===== src/mfpa_pkg.sv =====
// Shared constants, codes and control types of the framebuffer pixel block.
package mfpa_pkg;

    localparam int MAX_WIDTH     = 128;
    localparam int MAX_HEIGHT    = 64;
    localparam int ROW_BYTES_MAX = (MAX_WIDTH + 7) / 8;
    localparam int STORE_BYTES   = ROW_BYTES_MAX * MAX_HEIGHT;

    // Field widths
    localparam int CMD_W   = 2;
    localparam int COORD_W = 16;
    localparam int FW_W    = 8;
    localparam int FH_W    = 7;
    localparam int CFG_IW  = 1;
    localparam int CFG_DW  = 8;

    // Derived widths
    localparam int ADDR_W = $clog2(STORE_BYTES);
    localparam int CNT_W  = $clog2(STORE_BYTES + 1);
    localparam int RB_W   = $clog2(ROW_BYTES_MAX + 1);
    localparam int COL_W  = (ROW_BYTES_MAX > 1) ? $clog2(ROW_BYTES_MAX) : 1;
    localparam int YC_W   = (MAX_HEIGHT > 1) ? $clog2(MAX_HEIGHT) : 1;
    localparam int IDX_W  = YC_W + RB_W;
    localparam int LEN_W  = RB_W + FH_W;

    // Register indexes and reset values
    localparam logic [CFG_IW-1:0] REG_FRAME_WIDTH  = 1'b0;
    localparam logic [CFG_IW-1:0] REG_FRAME_HEIGHT = 1'b1;
    localparam logic [FW_W-1:0]   RESET_WIDTH      = 8'd128;
    localparam logic [FH_W-1:0]   RESET_HEIGHT     = 7'd64;

    localparam logic [7:0] BYTE_WHITE = 8'hff;
    localparam logic [7:0] BIT_MSB    = 8'h80;

    typedef enum logic [CMD_W-1:0] {
        OP_WRITE = 2'd0,
        OP_READ  = 2'd1,
        OP_CLEAR = 2'd2,
        OP_NONE  = 2'd3
    } mfpa_op_t;

    // Controller to datapath
    typedef struct packed {
        logic load_item;
        logic load_addr;
        logic mem_rd;
        logic mem_wr;
        logic walk_step;
        logic load_result;
    } mfpa_cmd_t;

    // Datapath to controller
    typedef struct packed {
        logic is_clear;
        logic is_write;
        logic go_mem;
        logic walk_done;
        logic out_busy;
    } mfpa_sts_t;

endpackage


===== src/mfpa_ctrl.sv =====
// Controller: one-hot sequencer for reset clear, pixel access and clear commands.
module mfpa_ctrl (
    input  logic                clk,
    input  logic                rst_n,
    input  logic                req_valid,
    output logic                req_ready,
    input  mfpa_pkg::mfpa_sts_t sts,
    output mfpa_pkg::mfpa_cmd_t cmd
);
    import mfpa_pkg::*;

    typedef enum logic [6:0] {
        S_INIT   = 7'b0000001,
        S_IDLE   = 7'b0000010,
        S_ADDR   = 7'b0000100,
        S_READ   = 7'b0001000,
        S_MODIFY = 7'b0010000,
        S_CLEAR  = 7'b0100000,
        S_RESP   = 7'b1000000
    } mfpa_state_t;

    mfpa_state_t state_reg;
    mfpa_state_t state_next;
    logic        req_accept;

    assign req_ready  = (state_reg == S_IDLE);
    assign req_accept = req_valid && req_ready;

    always_comb
    begin
        state_next = state_reg;
        cmd        = '0;
        unique case (state_reg)
            S_INIT:
            begin
                cmd.walk_step = 1'b1;
                if (sts.walk_done)
                    state_next = S_IDLE;
            end
            S_IDLE:
            begin
                cmd.load_item = req_valid;
                if (req_valid)
                    state_next = S_ADDR;
            end
            S_ADDR:
            begin
                cmd.load_addr = 1'b1;
                priority if (sts.is_clear)
                    state_next = S_CLEAR;
                else if (sts.go_mem)
                    state_next = S_READ;
                else
                    state_next = S_RESP;
            end
            S_READ:
            begin
                cmd.mem_rd = 1'b1;
                state_next = S_MODIFY;
            end
            S_MODIFY:
            begin
                cmd.mem_wr = sts.is_write;
                state_next = S_RESP;
            end
            S_CLEAR:
            begin
                cmd.walk_step = 1'b1;
                if (sts.walk_done)
                    state_next = S_RESP;
            end
            S_RESP:
            begin
                cmd.load_result = !sts.out_busy;
                if (!sts.out_busy)
                    state_next = S_IDLE;
            end
            default:
            begin
                state_next = S_IDLE;
            end
        endcase
    end

    always_ff @(posedge clk or negedge rst_n)
    begin
        if (!rst_n)
            state_reg <= S_INIT;
        else
            state_reg <= state_next;
    end

    a_accept_to_addr: assert property (@(posedge clk) disable iff (!rst_n)
        req_accept |=> (state_reg == S_ADDR))
        else $error("accepted request did not advance to address stage");

    a_read_then_modify: assert property (@(posedge clk) disable iff (!rst_n)
        (state_reg == S_READ) |=> (state_reg == S_MODIFY))
        else $error("store read not followed by modify");

    a_single_writer: assert property (@(posedge clk) disable iff (!rst_n)
        cmd.mem_wr |-> !cmd.walk_step)
        else $error("pixel write and clear write in the same cycle");
endmodule


===== config.mk =====
export PLATFORM = sky130hd
export DESIGN_NAME = mfpa_ctrl
export DESIGN_NICKNAME = d
export VERILOG_FILES = /design/src/mfpa_pkg.sv /design/src/mfpa_ctrl.sv
export SDC_FILE = /design/constraint.sdc
export NUM_CORES = 1
export LEC_CHECK = 0
export ABC_CLOCK_PERIOD_IN_PS = 1400
export BUFFER_PORTS_ARGS = -buffer_cell sky130_fd_sc_hd__buf_2
export CORE_AREA = 3 3 40 42
export CTS_CLUSTER_DIAMETER = 30
export CTS_CLUSTER_SIZE = 10
export DETAILED_ROUTE_END_ITERATION = 16
export DIE_AREA = 0 0 43 45
export HOLD_SLACK_MARGIN = 0.03
export PLACE_DENSITY = 0.59
export RECOVER_POWER = 100
export REMOVE_ABC_BUFFERS = 1
export SETUP_SLACK_MARGIN = 0.02
export SLEW_MARGIN = 25
export SYNTH_ARGS = -nofsm -noshare
export SYNTH_HDL_FRONTEND = slang
export SYNTH_SLANG_ARGS = --single-unit

===== constraint.sdc =====
create_clock -name clk -period 1.4 [get_ports clk]
set_clock_uncertainty 0.15 [all_clocks]
set_input_delay 0.28 -clock clk [delete_from_list [all_inputs] [get_ports clk]]
set_output_delay 0.28 -clock clk [all_outputs]
set_load 0.01 [all_outputs]

==> summary.txt, run 1 <==
share of cells above drive strength 1: 67.06%
CP max FO: 6
initial core utilization: 37.59%
first-pass GRT wire length: 2.187 mm
Core ar.: 1285 um2
area post-placement: 664.4 um2
critical path required time: 970 ps
flop-to-flop setup slack: -240 ps
Post-DP HPWL: 997.8 um
Commonest cells post-synth: nor2_1 (7), dfrtp_1 (6), and2_1 (3), nand3_1 (3), xor2_1 (3)
# DRC: 0
RSZ-0062 raised after global routing: true
reg2reg end: state_reg[6]
number of enable flip-flop cells after synthesis: 0
CP Cell Sequence: nor2_1 > and4b_2 > and2_1 > buf_2
maximum clock frequency: 522.1 MHz
later-pin clock latency in the skew report: 250 ps
VDD IR max: 0.0008698 V
Clock Tree Buf Depth: 2
root buffer cell: clkbuf_4
ys async rst share: 100.0%
Critical-path top delay cell: dfrtp_2
total grt overflow: 0
setup violators final: 11
final worst path period share: 136.8%
H-tree levels: 1
Leak: 0.4206 nW
Period minus WS final: 1915 ps
worst setup margin: -515.3 ps
failing checks: negative setup slack
final hold vios: 0
number of clock sinks: 7
synthesized cell area: 483.0 um2
post-synthesis cell type count: 28
number of flip-flops in the largest register: 7
most frequent cell after synthesis: nor2_1
vias in the first global route: 528
kind of critical path: reg -> out
CP Launch Type: register
Pwr Density: 1547 nW/um2
worst endpoint data arrival time: 1490 ps
Area contributors post-synth: dfrtp_1 (31%), dfstp_2 (5.4%), nor2_1 (5.4%)
Non-Filler Instances: 100
Post-synth top flop: dfrtp_1
status: finished with violations
Max transition margin: 74.95%
number of fill cells: 94
actual slew at the worst max-slew pin: 375.8 ps
Syn Area/Cell: 10.28 um2
initial drt markers: 10
R2R cell count: 5
Clk pin slew, worst setup/hold paths: 50 ps
Inserted Clock Buffers: 3
post-layout power: 1.301 mW
Via Count: 510
largest net degree at the start of global routing: 8
area added between synthesis and finish: 74.09%
io pins: 15
Placer Congestion: 0.8309
chip height: 45 um
Seq/Total Area, Yosys: 36.53%
Final Hold Slack: 63.60 ps
DR pass1 iterations: 4
antenna fix cells: 0
post-synth top area share: 31.09%
CP Capture Type: output pin
CTS tree: yes
PortBufs: 14
post-layout util: 65.43%
full die area: 1935 um2
Max Cap Viol: 0
initial antenna violation count: 0
cell taking the most area after synthesis: dfrtp_1
slowest stage delay, CP: 460 ps
Die Width: 43 um
crit path from: state_reg[5]
drt via density: 5.100
Routed Antenna Nets: 0
max-slew violations: 0
WL per Instance: 14.14 um
#FFs+latches synth: 7
dpl cells: 88
WL final: 1.414 mm
post-route cell area: 840.8 um2
Critical R2R Launch: state_reg[1]
end of the critical path: cmd[5]
total negative slack: -3741 ps
cell row count: 13
post-place setup slack: -188.7 ps
All-Layer GR Usage: 15.93%
fin nets: 94
Hold Crit Class: in -> reg
Ys Warns: 0
Synth Instances: 47
## layout by cell type (no fill, tap or decap), drive strengths merged, types with 2 or more instances in the layout
cell type and count:
clkbuf 5, and2 3, nand3 3, and4bb 2, xor2 3, o21ai 2, nor2 7, buf 33
nor3b 2, dfrtp 6
## routing by layer
| layer | GRT usage (%) | vias up | part of all wire, % |
|---|---|---|---|
| met5 | 0 | - | 0 |
| met4 | 9.036 | 0 | 1.8 |
| met3 | 2.390 | 4 | 5.4 |
| met2 | 30.84 | 15 | 54 |
| met1 | 16.22 | 240 | 39 |
| li1 | - | 251 | - |
## report_power, final
group          internal, mW  leakage [nW]  switching, mW
clock                 0.109        0.0150         0.0725
combinational         0.477         0.319          0.351
sequential            0.244        0.0869         0.0480
## final cells by class
class,count,area (um2),area share [%]
Inverter,2,8.758,1.042
Multi-Input combinational cell,37,355.3,42.26
Timing Repair Buffer,35,252.7,30.06
Clock buffer,4,26.28,3.125
Sequential cell,7,178.9,21.28
Tap cell,15,18.77,2.232
## critical path, delay by kind of cell, from the launching register on
kind	cells	cell delay, ps
flip-flops	1	460
buffers and inverters	1	130
AND/OR/NAND/NOR	3	640
## worst min path at each step
stage | depth (start not counted) | end | slack [ps] | from
after floorplan | 0 | state_reg[1] | -170 | rst_n
after global placement | 1 | state_reg[2] | -30 | rst_n
after detailed placement | 1 | state_reg[6] | -30 | rst_n
after CTS | 2 | state_reg[3] | 60 | sts[4]
after global routing | 2 | state_reg[3] | 60 | sts[4]
final | 2 | state_reg[3] | 60 | sts[4]
## cells by family after synthesis
logic type	after synthesis	share of synthesized area (%)
flip-flops	7	36.53
XOR/XNOR	3	5.441
AO/OA/AOI/OAI	8	15.55
buffers and inverters	3	2.847
AND/OR/NAND/NOR	26	39.64
## timing repair
item / 4_1_cts / 5_1_grt
endpoints found under the setup margin: 11 / 13
hold endpoints to repair: 7 / 0
hold buffers: 1 / 0
resized for setup: 6 / 14
pin swaps: 7 / 7
buffers inserted: 5 / 3
Power figures use the tool's default switching activity.
==> run 2: changes to the inputs <==
- ABC_AREA: unset -> 1
- ABC_CLOCK_PERIOD_IN_PS: 1400 -> 1900
- PLACE_DENSITY: 0.59 -> 0.55
- clock period: 1.4 -> 1.9 ns (I/O delays scaled with it)
==> run 2 against run 1 <==
The run now ends clean. Synthesized cell count up 36%. Total power down 42%. Combinational power down 52%. Sequential power down 24%. Sequential share of layout area up 7.1 points. Design area down 26%. Via count down 9.0%. Global-route usage down 3.5 points. Highest routed layer unchanged.
==> summary.txt, run 2 <==
Ys Warns: 0 (unchanged)
post-synth top area share: 32.61% (+1.5 points)
CP Launch Type: register
Metal-1 WL: 425 um (-23%)
Area contributors post-synth: dfrtp_1 (33%), nor2_2 (11%), inv_1 (9.8%)
Inserted Clock Buffers: 3 (unchanged)
Clock Tree Buf Depth: 2 (unchanged)
Register Area: 177.7 um2 (-0.70%)
root buffer cell: clkbuf_4
largest net degree at the start of global routing: 8 (unchanged)
reg2reg end: state_reg[6]
area added between synthesis and finish: 35.87%
internal power: 410.3 uW (-51%)
commonest non-fill, non-tap cell in the layout: buf_2
Placer Congestion: 0.7407 (-11%)
number of flip-flops in the largest register: 7 (unchanged)
Commonest cells post-synth: inv_1 (12), nand2_1 (10), nor2_1 (9)
initial antenna violation count: 0 (unchanged)
VDD IR max: 0.0005067 V (-42%)
post-layout util: 48.69% (-17 points)
H-tree levels: 1 (unchanged)
CP Capture Type: output pin
vias in the first global route: 428 (-19%)
post-synthesis cell type count: 17 (-39%)
Routed Antenna Nets: 0 (unchanged)
area post-placement: 549.3 um2 (-17%)
Sw Pwr: 342.0 uW (-28%)
Clock Power Share: 18.2% (+4.3 points)
# DRC: 0 (unchanged)
critical path required time: 1370 ps (+400 ps)
cell taking the most area after synthesis: dfrtp_1
Critical-path top delay cell: dfstp_2
synthesized cell area: 460.4 um2 (-4.7%)
number of enable flip-flop cells after synthesis: 0 (unchanged)
antenna fix cells: 0 (unchanged)
R2R cell count: 9 (+4)
flop-to-flop setup slack: 460 ps (+700 ps)
routed length on met2: 468 um (-39%)
worst endpoint data arrival time: 1330 ps (-160 ps)
Pwr Density: 1202 nW/um2 (-22%)
Via Count: 464 (-9.0%)
final worst path period share: 97.76%
Post-DP HPWL: 814.3 um (-18%)
CP top delay family: flip-flops
initial drt markers: 6 (-4)
most frequent CP cell: nor2_2
setup violators final: 0 (-11)
fin nets: 93 (-1.1%)
Hold Path End: state_reg[3]
Leak: 0.3547 nW (-16%)
actual slew at the worst max-slew pin: 394.6 ps (+18.82 ps)
DR WL met3: 71 um (-6.6%)
Synth Instances: 64 (+36%)
slowest stage delay, CP: 560 ps (+100 ps)
Core ar.: 1285 um2 (unchanged)
commonest non-fill, non-tap cells in the layout: buf_2 (13), inv_1 (10), nand2_1 (9)
ys async rst share: 100.0% (unchanged)
status: complete, no violations
initial core utilization: 35.83% (-1.8 points)
Die Width: 43 um (unchanged)
switching part of the total: 45.46% (+9.2 points)
Clk pin slew, worst setup/hold paths: 50 ps (about the same)
Syn Area/Cell: 7.194 um2 (-30%)
cell row count: 13 (unchanged)
Max Cap Viol: 0 (unchanged)
maximum clock frequency: 538.4 MHz
number of clock sinks: 7 (unchanged)
max-slew violations: 0 (unchanged)
WL per Instance: 10.07 um (-29%)
most frequent cell after synthesis: inv_1
DR pass1 iterations: 4 (unchanged)
sequential power share: 29.4% (+7.0 points)
RSZ-0062 raised after global routing: true
Multi-input gate area: 264.0 um2 (-26%)
post-route cell area: 625.6 um2 (-26%)
buffers and inverters on the worst path: 3 (+2)
Hold Path Stages: 2 (unchanged)
critical path depth in cells: 7 (+3)
share of cells above drive strength 1: 50.00% (-17 points)
WL final: 997 um (-29%)
Post-synth top flop: dfrtp_1
full die area: 1935 um2 (unchanged)
number of fill cells: 136 (+45%)
later-pin clock latency in the skew report: 250 ps (about the same)
Seq/Total Area, Yosys: 38.32% (+1.8 points)
CTS tree: yes
chip height: 45 um (unchanged)
CP Cell Sequence: inv_2 > nor2_2 > nand2_1 > nor2_2 > nor2_2 > inv_1 > buf_2
io pins: 15 (unchanged)
Hold Crit Class: in -> reg
final hold vios: 0 (unchanged)
Max transition margin: 73.69% (-1.3 points)
Critical R2R Launch: state_reg[0]
hold path startpoint: sts[4]
combinational power share: 52.3% (-11 points)
#FFs+latches synth: 7 (unchanged)
All-Layer GR Usage: 12.38% (-3.5 points)
DR top layer: met4
total grt overflow: 0 (unchanged)
first-pass GRT wire length: 1.731 mm (-21%)
Period minus WS final: 1857 ps
PortBufs: 14 (unchanged)
drt via density: 4.687 (-8.1%)
CP max FO: 3 (-3)
kind of critical path: reg -> out
-- run 2: how the worst max path moves through the flow --
stage,startpoint,slack [ps],endpoint
finish,state_reg[0],40,cmd[1]
global route,state_reg[0],-60,cmd[1]
CTS,state_reg[1],20,cmd[0]
detailed placement,state_reg[0],270,cmd[1]
global placement,state_reg[0],280,cmd[1]
floorplan,state_reg[1],390,cmd[2]
-- run 2: power by group through the flow --
stage / registers, mW / logic, mW / clock network, mW
2_1_floorplan: 0.207 / 0.267 / 0
3_3_place_gp: 0.212 / 0.349 / 0
3_5_place_dp: 0.211 / 0.352 / 0
4_1_cts: 0.208 / 0.359 / 0.139
5_1_grt: 0.227 / 0.449 / 0.152
6_report: 0.222 / 0.394 / 0.137
-- run 2: cell families after synthesis --
kind of cell | Yosys count | synth area share, %
AO/OA/AOI/OAI | 3 | 5.165
flip-flops | 7 | 38.32
AND/OR/NAND/NOR | 40 | 45.11
buffers and inverters | 14 | 11.41
-- run 2: metal layers --
metal / vias to the layer above / track usage, %
li1: 235 / -
met1: 207 / 15.65
met2: 17 / 17.96
met3: 5 / 3.586
met4: 0 / 9.036
met5: - / 0
-- run 2: repair_timing --
| action | in CTS | in global routing |
|---|---|---|
| hold buffers | 1 | 0 |
| endpoints found under the setup margin | 2 | 6 |
| setup buffers | 0 | 1 |
| pin swaps | 0 | 3 |
| hold endpoints to repair | 7 | 0 |
| resized for setup | 1 | 10 |
-- run 2: worst register-to-register path: cells and delay by family, from the launching register on --
family,cells,cell delay [ps]
buffers and inverters,1,60
flip-flops,1,560
AND/OR/NAND/NOR,8,560
-- run 2: final cells by class --
type / instances / share of cell area, %
multi-input cells: 43 / 42.20
flip-flops and latches: 7 / 28.40
repair buffers: 16 / 13.80
inverters: 14 / 8.400
clock buffers: 4 / 4.200
well taps: 15 / 3.000
-- run 2: per-stage QoR --
stage	cells	power, mW	hold WS (ps)	worst slack (ps)	TNS [ps]
floorplan	64	0.4735	-65.59	390.6	0
global placement	93	0.5608	80.98	278.9	0
detailed placement	93	0.5626	73.61	271.5	0
CTS	98	0.7066	148.7	17.09	0
global route	99	0.8275	153.4	-57.42	-108.5
finish	99	0.7522	151.3	42.56	0
